==> src/rtl/sit_pkg.sv <==
`timescale 1ns / 1ps

package sit_pkg;

    // Width of a sort key: 10*d0 + d1 with d0, d1 in -48..207 fits in 13 signed bits.
    localparam int KEY_W = 13;

    localparam logic [7:0] DIGIT_ZERO = 8'd48;

    localparam logic [1:0] CMD_APPEND = 2'd0;
    localparam logic [1:0] CMD_INSERT = 2'd1;
    localparam logic [1:0] CMD_READ   = 2'd2;

    typedef struct packed {
        logic [1:0]  cmd;
        logic [5:0]  index;
        logic [15:0] text_head;
        logic [63:0] text_tail;
    } sit_in_t;

    typedef struct packed {
        logic [15:0] entry_head;
        logic [63:0] entry_tail;
        logic [6:0]  fill_count;
        logic        error;
    } sit_out_t;

    typedef struct packed {
        logic [15:0] head;
        logic [63:0] tail;
    } sit_rec_t;

    // Control that the sequencer broadcasts to every cell of the row.
    typedef struct packed {
        logic                    cmp_en;
        logic                    load_en;
        logic                    ins;
        logic signed [KEY_W-1:0] key;
    } sit_ctl_t;

    typedef enum logic [1:0] {
        ST_IDLE,
        ST_CMP,
        ST_APPLY
    } sit_state_t;

    // Sort key from the two head characters, each taken as a raw byte minus '0'.
    function automatic logic signed [KEY_W-1:0] key_of(input logic [15:0] head);
        logic signed [KEY_W-1:0] d0;
        logic signed [KEY_W-1:0] d1;
        d0 = $signed({5'b0, head[15:8]}) - $signed({5'b0, DIGIT_ZERO});
        d1 = $signed({5'b0, head[7:0]}) - $signed({5'b0, DIGIT_ZERO});
        return (d0 <<< 3) + (d0 <<< 1) + d1;
    endfunction

endpackage

==> src/rtl/sit_cell.sv <==
`timescale 1ns / 1ps

module sit_cell
    import sit_pkg::*;
(
    input  logic     aclk,
    input  logic     aresetn,
    input  sit_ctl_t ctl_i,
    input  sit_rec_t new_rec_i,
    input  sit_rec_t left_rec_i,
    input  logic     left_valid_i,
    input  logic     left_found_i,
    output sit_rec_t rec_o,
    output logic     valid_o,
    output logic     found_o
);

    sit_rec_t rec_reg;
    logic     valid_reg;
    logic     match_reg;

    // A cell matches if it holds a record not smaller than the new key, or if it is
    // the first empty slot. Appends only ever match the first empty slot.
    always_ff @(posedge aclk) begin
        if (!aresetn) begin
            valid_reg <= 1'b0;
            match_reg <= 1'b0;
        end else begin
            if (ctl_i.cmp_en) begin
                if (valid_reg) begin
                    match_reg <= ctl_i.ins && (ctl_i.key <= key_of(rec_reg.head));
                end else begin
                    match_reg <= left_valid_i;
                end
            end
            if (ctl_i.load_en) begin
                if (left_found_i) begin
                    valid_reg <= left_valid_i;
                end else if (match_reg) begin
                    valid_reg <= 1'b1;
                end
            end
        end
    end

    always_ff @(posedge aclk) begin
        if (ctl_i.load_en) begin
            if (left_found_i) begin
                rec_reg <= left_rec_i;
            end else if (match_reg) begin
                rec_reg <= new_rec_i;
            end
        end
    end

    assign rec_o   = rec_reg;
    assign valid_o = valid_reg;
    assign found_o = left_found_i | match_reg;

endmodule

==> config.mk <==
export PLATFORM = sky130hd
export DESIGN_NAME = sit_cell
export DESIGN_NICKNAME = d
export VERILOG_FILES = /design/src/rtl/sit_pkg.sv /design/src/rtl/sit_cell.sv
export SDC_FILE = /design/constraint.sdc
export NUM_CORES = 1
export LEC_CHECK = 0
export BUFFER_PORTS_ARGS = -buffer_cell sky130_fd_sc_hd__buf_4
export CAP_MARGIN = 20
export CORE_ASPECT_RATIO = 0.8
export CORE_MARGIN = 2
export CORE_UTILIZATION = 44
export CTS_CLUSTER_SIZE = 12
export DETAILED_ROUTE_END_ITERATION = 6
export PLACE_DENSITY = 0.85
export SYNTH_ARGS = -nofsm -noshare
export SYNTH_HDL_FRONTEND = slang
export SYNTH_SLANG_ARGS = --single-unit
export TNS_END_PERCENT = 30
==> constraint.sdc <==
create_clock -name aclk -period 4.9 [get_ports aclk]
set_input_delay 0.98 -clock aclk [delete_from_list [all_inputs] [get_ports aclk]]
set_output_delay 0.98 -clock aclk [all_outputs]
set_load 0.02 [all_outputs]
==> out/metrics.cfg, run 1 <==
[run_status]
status = finished, final reports clean

[cells_and_area]
fin_nets = 787
multi_input_area_mm2 = 0.001916
regArea_mm2 = 0.002442
largest_register_ffs = 80
postLayoutCoreUtil_pct = 70.70
drive_gt1_share_pct = 62.85
final_area_mm2 = 0.006935
area_growth_pct = 54.23
nFillCells = 694
diodes = 0

[detailed_routing]
ant_nets = 0
drt-pass1-iter-count = 5
totalWireLength_um = 12740
vias = 3557
post_drt_wl_per_cell_um = 17.89
drc = 0
viasPerCell = 4.996
drt_iter0_drc = 208

[job]
cap_violations = 0

[sta]
finalClockSkew_ns = 0.008981
hold_viol = 0
rsz0062_at_grt = false
hold_slack_ns = 0.6172
fin_ws_ns = 0.7546
clock.fmax_mhz = 241.2
final-setup-viol-count = 0
slew_headroom_pct = 26.63
period_share_pct = 84.60
finalCriticalPeriod_ns = 4.145
worstMarginPinSlew_ns = 1.101
setup_tns_ns = 0
slew_viol_final = 0

[floorplan]
die_h_um = 94.42
ios = 262
core_area_mm2 = 0.009809
dieArea_mm2 = 0.01105
die_x_um = 117.0
fp-row-count = 32
start_util_pct = 45.84

[cts]
cts_max_path_buffers = 2
post_cts_buffers = 0
cts_sinks = 82
cts-htree-levels = 3
post_cts_resized = 0
clock_latency_ns = 0.33
path_clk_slew_ns = 0.06
cts_hold_repair.buffers = 0
cts_root_buf = clkbuf_16
cts_tree = done
cts_made_buffers = 9

[setup_path]
path_delay_family = adder cells
path_max_fanout = 6
worstReg2RegStart = rec_o[76]$_DFFE_PP_
critical_path_depth = 16
critPathLaunch = rec_o[76]$_DFFE_PP_
cp.arrival_ns = 4.40
worstSetupPathType = reg2reg
crit_chain = ha_1 > inv_1 > fa_1 > inv_1 > ha_1 > a21oi_2 > a21oi_1 > a2111oi_2 > nor2_1 > xnor2_1 > ha_1 > nand3_1 > nor2_1 > a2111oi_0 > o21ai_0 > o21bai_1
cp_num_buf_inv = 2
end_kind = flip-flop
cpMostUsedCell = ha_1
cpMaxStageDelayCell = edfxtp_1
r2r_cells = 16
critPathLaunchType = flip-flop
crit_path_max_incr_delay_ns = 0.51
required_ns = 5.16

[placement]
dp_hpwl_um = 10190
gp_congestion = 0.8557
io_buffer_count = 261
place_area_mm2 = 0.006593
place_ws_ns = 0.8801

[global_route]
grt_pass1_wl_um = 18660
grt-ovfl-total = 0
groute.usage.overall_pct = 22.70
grt_pass1_vias = 3698
grt_max_degree = 82
grt_antenna_before_repair = 0

[power]
ir_drop_uv = 219.3
powerDensity_mw_per_mm2 = 329.6
p_leak_nw = 3.099

[synthesis]
synthCells = 307
synth-seq-cells = 82
yosysUniqueCellTypes = 37
syn-mean-instance-area_um2 = 14.65
synth_nets = 523
ys_seq_area_share_pct = 54.31
netlist_area_mm2 = 0.004497
yosysWarnings = 0

[min_path]
hold_path_depth = 2
hp-class = reg2reg
min_from = valid_o$_SDFFE_PN0P_

## power by group
part           switching (mW)  internal, mW  leakage, nW
combinational           0.329         0.334         2.16
clock                   0.274         0.501        0.166
sequential             0.0196         0.828        0.772
total                   0.623          1.66         3.10
## tightest hold or removal path, delay by kind of cell, from the launching register on
kind / cells / cell delay (ns)
compound gates: 2 / 0.22
flops: 1 / 0.35
## final timing paths
check             slack, ns                endpoint
hold / removal         0.62  match_reg$_SDFFE_PN0P_
setup / recovery       0.75  match_reg$_SDFFE_PN0P_
setup reg to reg       0.75  match_reg$_SDFFE_PN0P_
hold reg to reg        0.62  match_reg$_SDFFE_PN0P_
## routing by layer
metal	vias up	routed length [um]	GRT usage, %
met5	-	0	0
met4	0	308	8.431
met3	26	848	6.226
met2	158	6770	39.84
met1	1701	4809	26.62
li1	1672	-	-
## per-stage QoR
step / power (mW) / instances
5_1_grt: 2.387 / 712
3_5_place_dp: 1.521 / 696
3_3_place_gp: 1.493 / 696
2_1_floorplan: 1.258 / 307
4_1_cts: 2.299 / 712
6_report: 2.286 / 712
## kinds of logic after synthesis
logic type,synth area share (%)
flip-flops,54.31
multiplexers,20.03
adder cells (fa/ha/maj),11.52
buffers and inverters,3.144
AND/OR/NAND/NOR,3.450
AO/OA/AOI/OAI,4.814
XOR/XNOR,2.727
## synthesized netlist by cell type (all sizes together)
master	number	share of area [%]
a2111oi	2	0.53
a211oi	1	0.17
a21o	2	0.33
a21oi	11	1.6
and2	1	0.14
and4	1	0.22
buf	8	0.89
clkbuf	1	0.083
dfxtp	2	0.89
edfxtp	80	53
fa	9	4.0
ha	27	7.5
inv	26	2.2
mux2	80	20
nand2	5	0.42
nand3	5	0.56
nand3b	1	0.17
nand4	2	0.28
nor2	9	0.75
nor2b	2	0.28
nor3	2	0.22
o2111ai	1	0.19
o21ai	5	0.56
o21bai	1	0.17
o221a	1	0.25
o221ai	1	0.19
o22ai	1	0.14
o31a	1	0.19
o31ai	1	0.17
o41ai	1	0.36
or2	1	0.14
or3	2	0.28
xnor2	6	1.2
xor2	8	1.6
## placed cells by master (no fill, tap or decap), types with 2 or more instances in the layout
| cell type | instances |
|---|---|
| buf_4 | 262 |
| mux2_2 | 80 |
| edfxtp_1 | 80 |
| ha_1 | 27 |
| inv_1 | 26 |
| a21oi_1 | 9 |
| nor2_1 | 9 |
| fa_1 | 9 |
| clkbuf_16 | 9 |
| xor2_1 | 8 |
| xnor2_1 | 6 |
| nand3_1 | 5 |
| nand2_1 | 5 |
| o21ai_0 | 5 |
| bufinv_16 | 3 |
| or3_1 | 2 |
| a21o_1 | 2 |
| nand4_1 | 2 |
| nor2b_1 | 2 |
| nor3_1 | 2 |
| dfxtp_1 | 2 |
## layout make-up
class                           count  share of cell area, %
Multi-Input combinational cell    190                  27.62
Sequential cell                    82                  35.22
Clock buffer                       10                  3.301
Tap cell                          136                  2.454
Timing Repair Buffer              262                  28.36
Clock inverter                      6                  1.642
Inverter                           26                  1.407
(Power assumes the default switching activity.)
==> run 2, diff against run 1 <==
Settings changed: ABC_AREA set to 1, CORE_UTILIZATION 44 to 45.
Clock period 4.9 ns to 4.1 ns, I/O delays scaled along.
==> out/metrics.cfg, run 2 <==
[run_status]
status = finished, final reports clean

[synthesis]
ys_seq_area_share_pct = 52.44  ; -1.9 points
synth-seq-cells = 82  ; unchanged
netlist_area_mm2 = 0.004657  ; +3.6%
yosys.area.top_type_share_pct = 51.59  ; -1.8 points
yosysMostFrequentCell = nand2_1
synthFlopType = edfxtp_1
synthXorXnorAreaFrac_pct = 2.257  ; -0.47 points
synth_top_family_by_area = simple AND/OR/NAND/NOR gates
synth_fa_ha_area_share_pct = 11.12  ; -0.40 points
synth_edf_count = 80  ; unchanged
synth.area.top_cells = edfxtp_1 52%, nand2_1 23%, ha_1 7.3%, fa_1 3.9%, inv_1 3.7%
synth_compound_area_share_pct = 2.526  ; -2.3 points
synth-simple-area-share_pct = 26.22  ; +23 points
synthCells = 524  ; +71%
synth_nets = 740  ; +41%
yosysUniqueCellTypes = 26  ; -30%
yosys.area.top_type = edfxtp_1
muxShareOfSynthArea_pct = 0  ; -20 points
synth_common_cells = 283 x nand2_1, 80 x edfxtp_1, 46 x inv_1
yosysWarnings = 0  ; unchanged
ys_async_sr_fraction_pct = 0  ; unchanged
syn-mean-instance-area_um2 = 8.887  ; -39%

[sta]
clock.fmax_mhz = 256.1  ; +6.2%
worstMarginPinSlew_ns = 0.7879  ; -0.3127 ns
fin_ws_ns = 0.1950  ; -0.5596 ns
hold_slack_ns = 0.6124  ; -0.004776 ns
period_share_pct = 95.24  ; +11 points
slew_headroom_pct = 47.47  ; +21 points
finalClockSkew_ns = 0.008381  ; -0.0005999 ns
final-setup-viol-count = 0  ; unchanged
setup_tns_ns = 0  ; unchanged
hold_viol = 0  ; unchanged
finalCriticalPeriod_ns = 3.905  ; -0.2404 ns
slew_viol_final = 0  ; unchanged

[setup_path]
required_ns = 4.31  ; -0.85 ns
crit_chain = ha_1 > nor3_2 > inv_2 > fa_1 > inv_1 > ha_1 > inv_1 > nor3_1 > nand3_1 > nand4_1 > xor2_1 > ha_1 > nand2_2 > inv_1 > nand2_1 > nand2_1 > a21oi_1 > nand2_1 > nand2_1 > nand3_1 > nand2_1 > a21oi_2
cpMaxStageDelayCell = fa_1
end_kind = flip-flop
cpMostUsedCell = nand2_1
crit_path_max_incr_delay_ns = 0.54  ; +0.03 ns
r2r_slack_ns = 0.20  ; -0.56 ns
path_max_fanout = 4  ; -2
cp.arrival_ns = 4.12  ; -0.28 ns
reg2reg_to = match_reg$_SDFFE_PN0P_
critPathLaunchType = flip-flop
path_delay_family = adder cells
cp_num_buf_inv = 4  ; +2
worstSetupPathType = reg2reg
worstReg2RegStart = rec_o[68]$_DFFE_PP_
critPathLaunch = rec_o[68]$_DFFE_PP_
r2r_cells = 22  ; +6

[global_route]
grt-ovfl-total = 0  ; unchanged
grt_pass1_vias = 4287  ; +16%
groute.usage.overall_pct = 23.55  ; +0.84 points
grt_antenna_before_repair = 0  ; unchanged
grt_pass1_wl_um = 20510  ; +9.9%
grt_max_degree = 81  ; -1.2%

[floorplan]
die_x_um = 117.7  ; +0.61%
die_h_um = 94.99  ; +0.60%
start_util_pct = 45.85  ; about the same
dieArea_mm2 = 0.01118  ; +1.2%
core_area_mm2 = 0.01016  ; +3.5%
ios = 262  ; unchanged
fp-row-count = 33  ; +3.1%

[power]
powerDensity_mw_per_mm2 = 378.5  ; +15%
ir_drop_uv = 183.9  ; -16%
p_leak_nw = 3.681  ; +19%

[cells_and_area]
final_common_cell = nand2_1
largest_register_ffs = 80  ; unchanged
diodes = 0  ; unchanged
mostFrequentLayoutCells = 283 x nand2_1, 270 x buf_4, 80 x edfxtp_1
postLayoutCoreUtil_pct = 70.08  ; -0.62 points
nFillCells = 786  ; +13%
drive_gt1_share_pct = 38.38  ; -24 points
area_growth_pct = 52.85
fin_nets = 1003  ; +27%

[cts]
clock_latency_ns = 0.34  ; about the same
cts_max_path_buffers = 2  ; unchanged
cts_sinks = 82  ; unchanged
path_clk_slew_ns = 0.06  ; about the same
cts_made_buffers = 9  ; unchanged
cts_root_buf = clkbuf_16
cts-htree-levels = 3  ; unchanged
cts_tree = done

[min_path]
whs_endpoint = valid_o$_SDFFE_PN0P_
min_from = valid_o$_SDFFE_PN0P_
hp-class = reg2reg
hold_path_depth = 2  ; unchanged

[placement]
place_ws_ns = 0.1780  ; -0.7020 ns
gp_congestion = 0.9076  ; +6.1%
dp_hpwl_um = 10990  ; +7.9%
io_buffer_count = 261  ; unchanged

[job]
cap_violations = 0  ; unchanged

[detailed_routing]
viasPerCell = 4.760  ; -4.7%
totalWireLength_um = 13880  ; +9.0%
post_drt_wl_per_cell_um = 14.89  ; -17%
drt-pass1-iter-count = 5  ; unchanged
vias = 4436  ; +25%
drc = 0  ; unchanged
ant_nets = 0  ; unchanged
drt_iter0_drc = 166  ; -20%

-- run 2: power by group --
group          total (mW)  switching [mW]  internal, mW
Sequential           1.01          0.0237         0.990
Clock               0.770           0.350         0.420
Combinational       0.909           0.504         0.405
-- run 2: metrics by stage --
step / cell area, um2 / total power [mW] / instances
floorplan: 4661 / 1.552 / 524
global placement: 6760 / 1.840 / 912
detailed placement: 6760 / 1.891 / 912
CTS: 7043 / 2.658 / 928
global route: 7118 / 2.835 / 932
finish: 7118 / 2.694 / 932
-- run 2: cell families after synthesis --
logic type               after synthesis
XOR/XNOR                              12
buffers and inverters                 64
AND/OR/NAND/NOR                      310
AO/OA/AOI/OAI                         20
adder cells (fa/ha/maj)               36
flip-flops                            82
-- run 2: tightest hold or removal path: cells and delay by family (launching register included) --
| family | cells | cell delay [ns] |
|---|---|---|
| DFF | 1 | 0.34 |
| and+or+nand+nor | 1 | 0.04 |
| AOI/OAI and AO/OA | 1 | 0.19 |
-- run 2: area by class of cell --
type | count | area [um2] | area share (%)
sequential | 82 | 2442 | 34.31
timing repair buffer | 270 | 2027 | 28.48
multi-input combinational | 378 | 2018 | 28.35
clock buffer | 9 | 225.2 | 3.164
tap | 140 | 175.2 | 2.461
inverter | 46 | 172.7 | 2.426
clock inverter | 7 | 57.56 | 0.8086
-- run 2: timing repair --
action | 4_1_cts | 5_1_grt
buffers inserted | 0 | 4
hold buffers | 0 | 0
setup endpoints to repair | 0 | 1
resized for setup | 0 | 7
-- run 2: how the worst max path moves through the flow --
stage | endpoint | slack (ns) | cells past startpoint
final | match_reg$_SDFFE_PN0P_ | 0.20 | 22
after global routing | match_reg$_SDFFE_PN0P_ | -0.03 | 24
after CTS | match_reg$_SDFFE_PN0P_ | 0.17 | 23
after detailed placement | match_reg$_SDFFE_PN0P_ | 0.18 | 23
after global placement | match_reg$_SDFFE_PN0P_ | 0.40 | 23
after floorplan | match_reg$_SDFFE_PN0P_ | 0.33 | 24
-- run 2: routing by layer --
layer / vias up / part of all wire [%] / global-route usage (%)
li1: 2191 / - / -
met1: 2059 / 37 / 27.16
met2: 166 / 54 / 43.02
met3: 20 / 7.3 / 6.703
met4: 0 / 1.6 / 7.129
met5: - / 0 / 0
==> run 3, diff against run 2 <==
Settings changed: MAX_ROUTING_LAYER set to met4.
==> out/metrics.cfg, run 3 (synthesis gave the netlist of run 2 again) <==
[run_status]
status = finished, final reports clean

[global_route]
grt_max_degree = 81  ; unchanged
grt_antenna_before_repair = 0  ; unchanged
grt_pass1_wl_um = 20510  ; unchanged
grt-ovfl-total = 0  ; unchanged
grt_pass1_vias = 4373  ; +2.0%
groute.usage.overall_pct = 24.31  ; +0.76 points

[cts]
cts_sinks = 82  ; unchanged
path_clk_slew_ns = 0.06  ; about the same
cts_hold_repair.buffers = 0  ; unchanged
cts-htree-levels = 3  ; unchanged
clock_latency_ns = 0.33  ; about the same
cts_root_buf = clkbuf_16
cts_made_buffers = 9  ; unchanged
cts_max_path_buffers = 2  ; unchanged
cts_tree = done

[sta]
setup_tns_ns = 0  ; unchanged
rsz0062_at_grt = false
final-setup-viol-count = 0  ; unchanged
hold_viol = 0  ; unchanged
slew_viol_final = 0  ; unchanged
worstMarginPinSlew_ns = 0.7813  ; -0.006613 ns
slew_headroom_pct = 47.92  ; +0.44 points
finalCriticalPeriod_ns = 3.845  ; -0.06020 ns
clock.fmax_mhz = 260.1  ; +1.6%
period_share_pct = 93.77  ; -1.5 points
finalClockSkew_ns = 0.009808  ; +0.001428 ns

[cells_and_area]
area_growth_pct = 52.44
fin_nets = 1002  ; -0.10%
nFillCells = 772  ; -1.8%
final_common_cell = nand2_1
mostFrequentLayoutCells = 283 x nand2_1, 269 x buf_4, 80 x edfxtp_1
drive_gt1_share_pct = 37.93  ; -0.46 points
largest_register_ffs = 80  ; unchanged
diodes = 0  ; unchanged

[detailed_routing]
viasPerCell = 4.758  ; about the same
drc = 0  ; unchanged
post_drt_wl_per_cell_um = 14.69  ; -1.3%
drt_iter0_drc = 174  ; +4.8%
vias = 4430  ; -0.14%
drt-pass1-iter-count = 4  ; -1
ant_nets = 0  ; unchanged
totalWireLength_um = 13680  ; -1.4%

[setup_path]
r2r_cells = 25  ; +14%
required_ns = 4.36  ; +0.05 ns
worstReg2RegStart = rec_o[68]$_DFFE_PP_
worstSetupPathType = reg2reg
cp.arrival_ns = 4.11  ; about the same
reg2reg_to = match_reg$_SDFFE_PN0P_
end_kind = flip-flop
r2r_slack_ns = 0.26  ; +0.06 ns
critPathLaunchType = flip-flop
path_max_fanout = 4  ; unchanged

[placement]
gp_congestion = 0.9211  ; +1.5%
dp_hpwl_um = 11010  ; +0.19%
io_buffer_count = 261  ; unchanged

[power]
ir_drop_uv = 200.4  ; +8.9%
powerDensity_mw_per_mm2 = 373.0  ; -1.4%
power.total_mw = 2.648  ; -1.7%
p_leak_nw = 3.678  ; about the same

[min_path]
hp-class = reg2reg
min_from = valid_o$_SDFFE_PN0P_
hold_path_depth = 2  ; unchanged
whs_endpoint = valid_o$_SDFFE_PN0P_

[job]
cap_violations = 0  ; unchanged

[floorplan]
ios = 262  ; unchanged
fp-row-count = 33  ; unchanged
die_x_um = 117.7  ; unchanged
core_area_mm2 = 0.01016  ; unchanged
start_util_pct = 45.85  ; unchanged
die_h_um = 94.99  ; unchanged
dieArea_mm2 = 0.01118  ; unchanged

[run 3: cell count changes in the layout (fill, tap and decap cells not counted), sizes merged]
cell  change
buf       -1
[run 3: final cells by class]
| class | count | area, um2 | area share [%] |
|---|---|---|---|
| Timing Repair Buffer | 269 | 2019 | 28.45 |
| Clock buffer | 9 | 225.2 | 3.172 |
| Tap cell | 140 | 175.2 | 2.467 |
| Sequential cell | 82 | 2442 | 34.40 |
| Clock inverter | 7 | 57.56 | 0.8107 |
| Inverter | 46 | 172.7 | 2.432 |
| Multi-Input combinational cell | 378 | 2007 | 28.27 |
[run 3: what timing repair did]
item | in CTS | in global routing
resized for setup | 0 | 5
setup endpoints to repair | 0 | 1
buffers inserted | 0 | 3
[run 3: worst max-delay path by stage]
stage,depth (start not counted),end,from,slack [ns]
floorplan,24,match_reg$_SDFFE_PN0P_,rec_o[68]$_DFFE_PP_,0.33
global placement,23,match_reg$_SDFFE_PN0P_,rec_o[76]$_DFFE_PP_,0.39
detailed placement,25,match_reg$_SDFFE_PN0P_,rec_o[76]$_DFFE_PP_,0.19
CTS,25,match_reg$_SDFFE_PN0P_,rec_o[76]$_DFFE_PP_,0.17
global route,25,match_reg$_SDFFE_PN0P_,rec_o[68]$_DFFE_PP_,0.01
finish,25,match_reg$_SDFFE_PN0P_,rec_o[68]$_DFFE_PP_,0.26
[run 3: stage by stage]
| step | hold slack (ns) | setup WS, ns | util [%] | instances | area [um2] |
|---|---|---|---|---|---|
| final | 0.6155 | 0.2552 | 69.89 | 931 | 7099 |
| after global routing | 0.6583 | 0.01194 | 69.89 | 931 | 7099 |
| after detailed placement | 0.5947 | 0.1911 | 66.56 | 912 | 6760 |
| after floorplan | 0.5150 | 0.3307 | - | 524 | 4661 |
| after global placement | 0.5485 | 0.3863 | 66.56 | 912 | 6760 |
| after CTS | 0.6121 | 0.1655 | 69.34 | 928 | 7043 |
[run 3: metal layers]
metal	GRT usage [%]	share of wire [%]
met3	7.065	6.8
met5	-	0
met2	43.46	53
met1	26.48	37
met4	7.631	2.5
[run 3: worst max-delay path: stages, from the launching register on]
cell      delay, ns
edfxtp_1       0.44
ha_1           0.28
nor3_4         0.16
inv_2          0.08
fa_1           0.50
inv_1          0.04
ha_1           0.34
inv_1          0.10
o21bai_1       0.07
a21oi_1        0.16
nand2_1        0.07
nand2_1        0.09
a21oi_2        0.06
o21ai_1        0.13
nand2_1        0.10
ha_4           0.30
nand2_2        0.06
nor2_2         0.16
inv_1          0.07
nor2_1         0.14
nand2_1        0.10
nand2_1        0.07
nand2_1        0.05
nand3_1        0.06
nand2_1        0.06
a21oi_2        0.10
[run 3: report_power, final]
part | internal, mW | switching (mW)
clock network | 0.420 | 0.343
logic | 0.386 | 0.485
registers | 0.990 | 0.0242
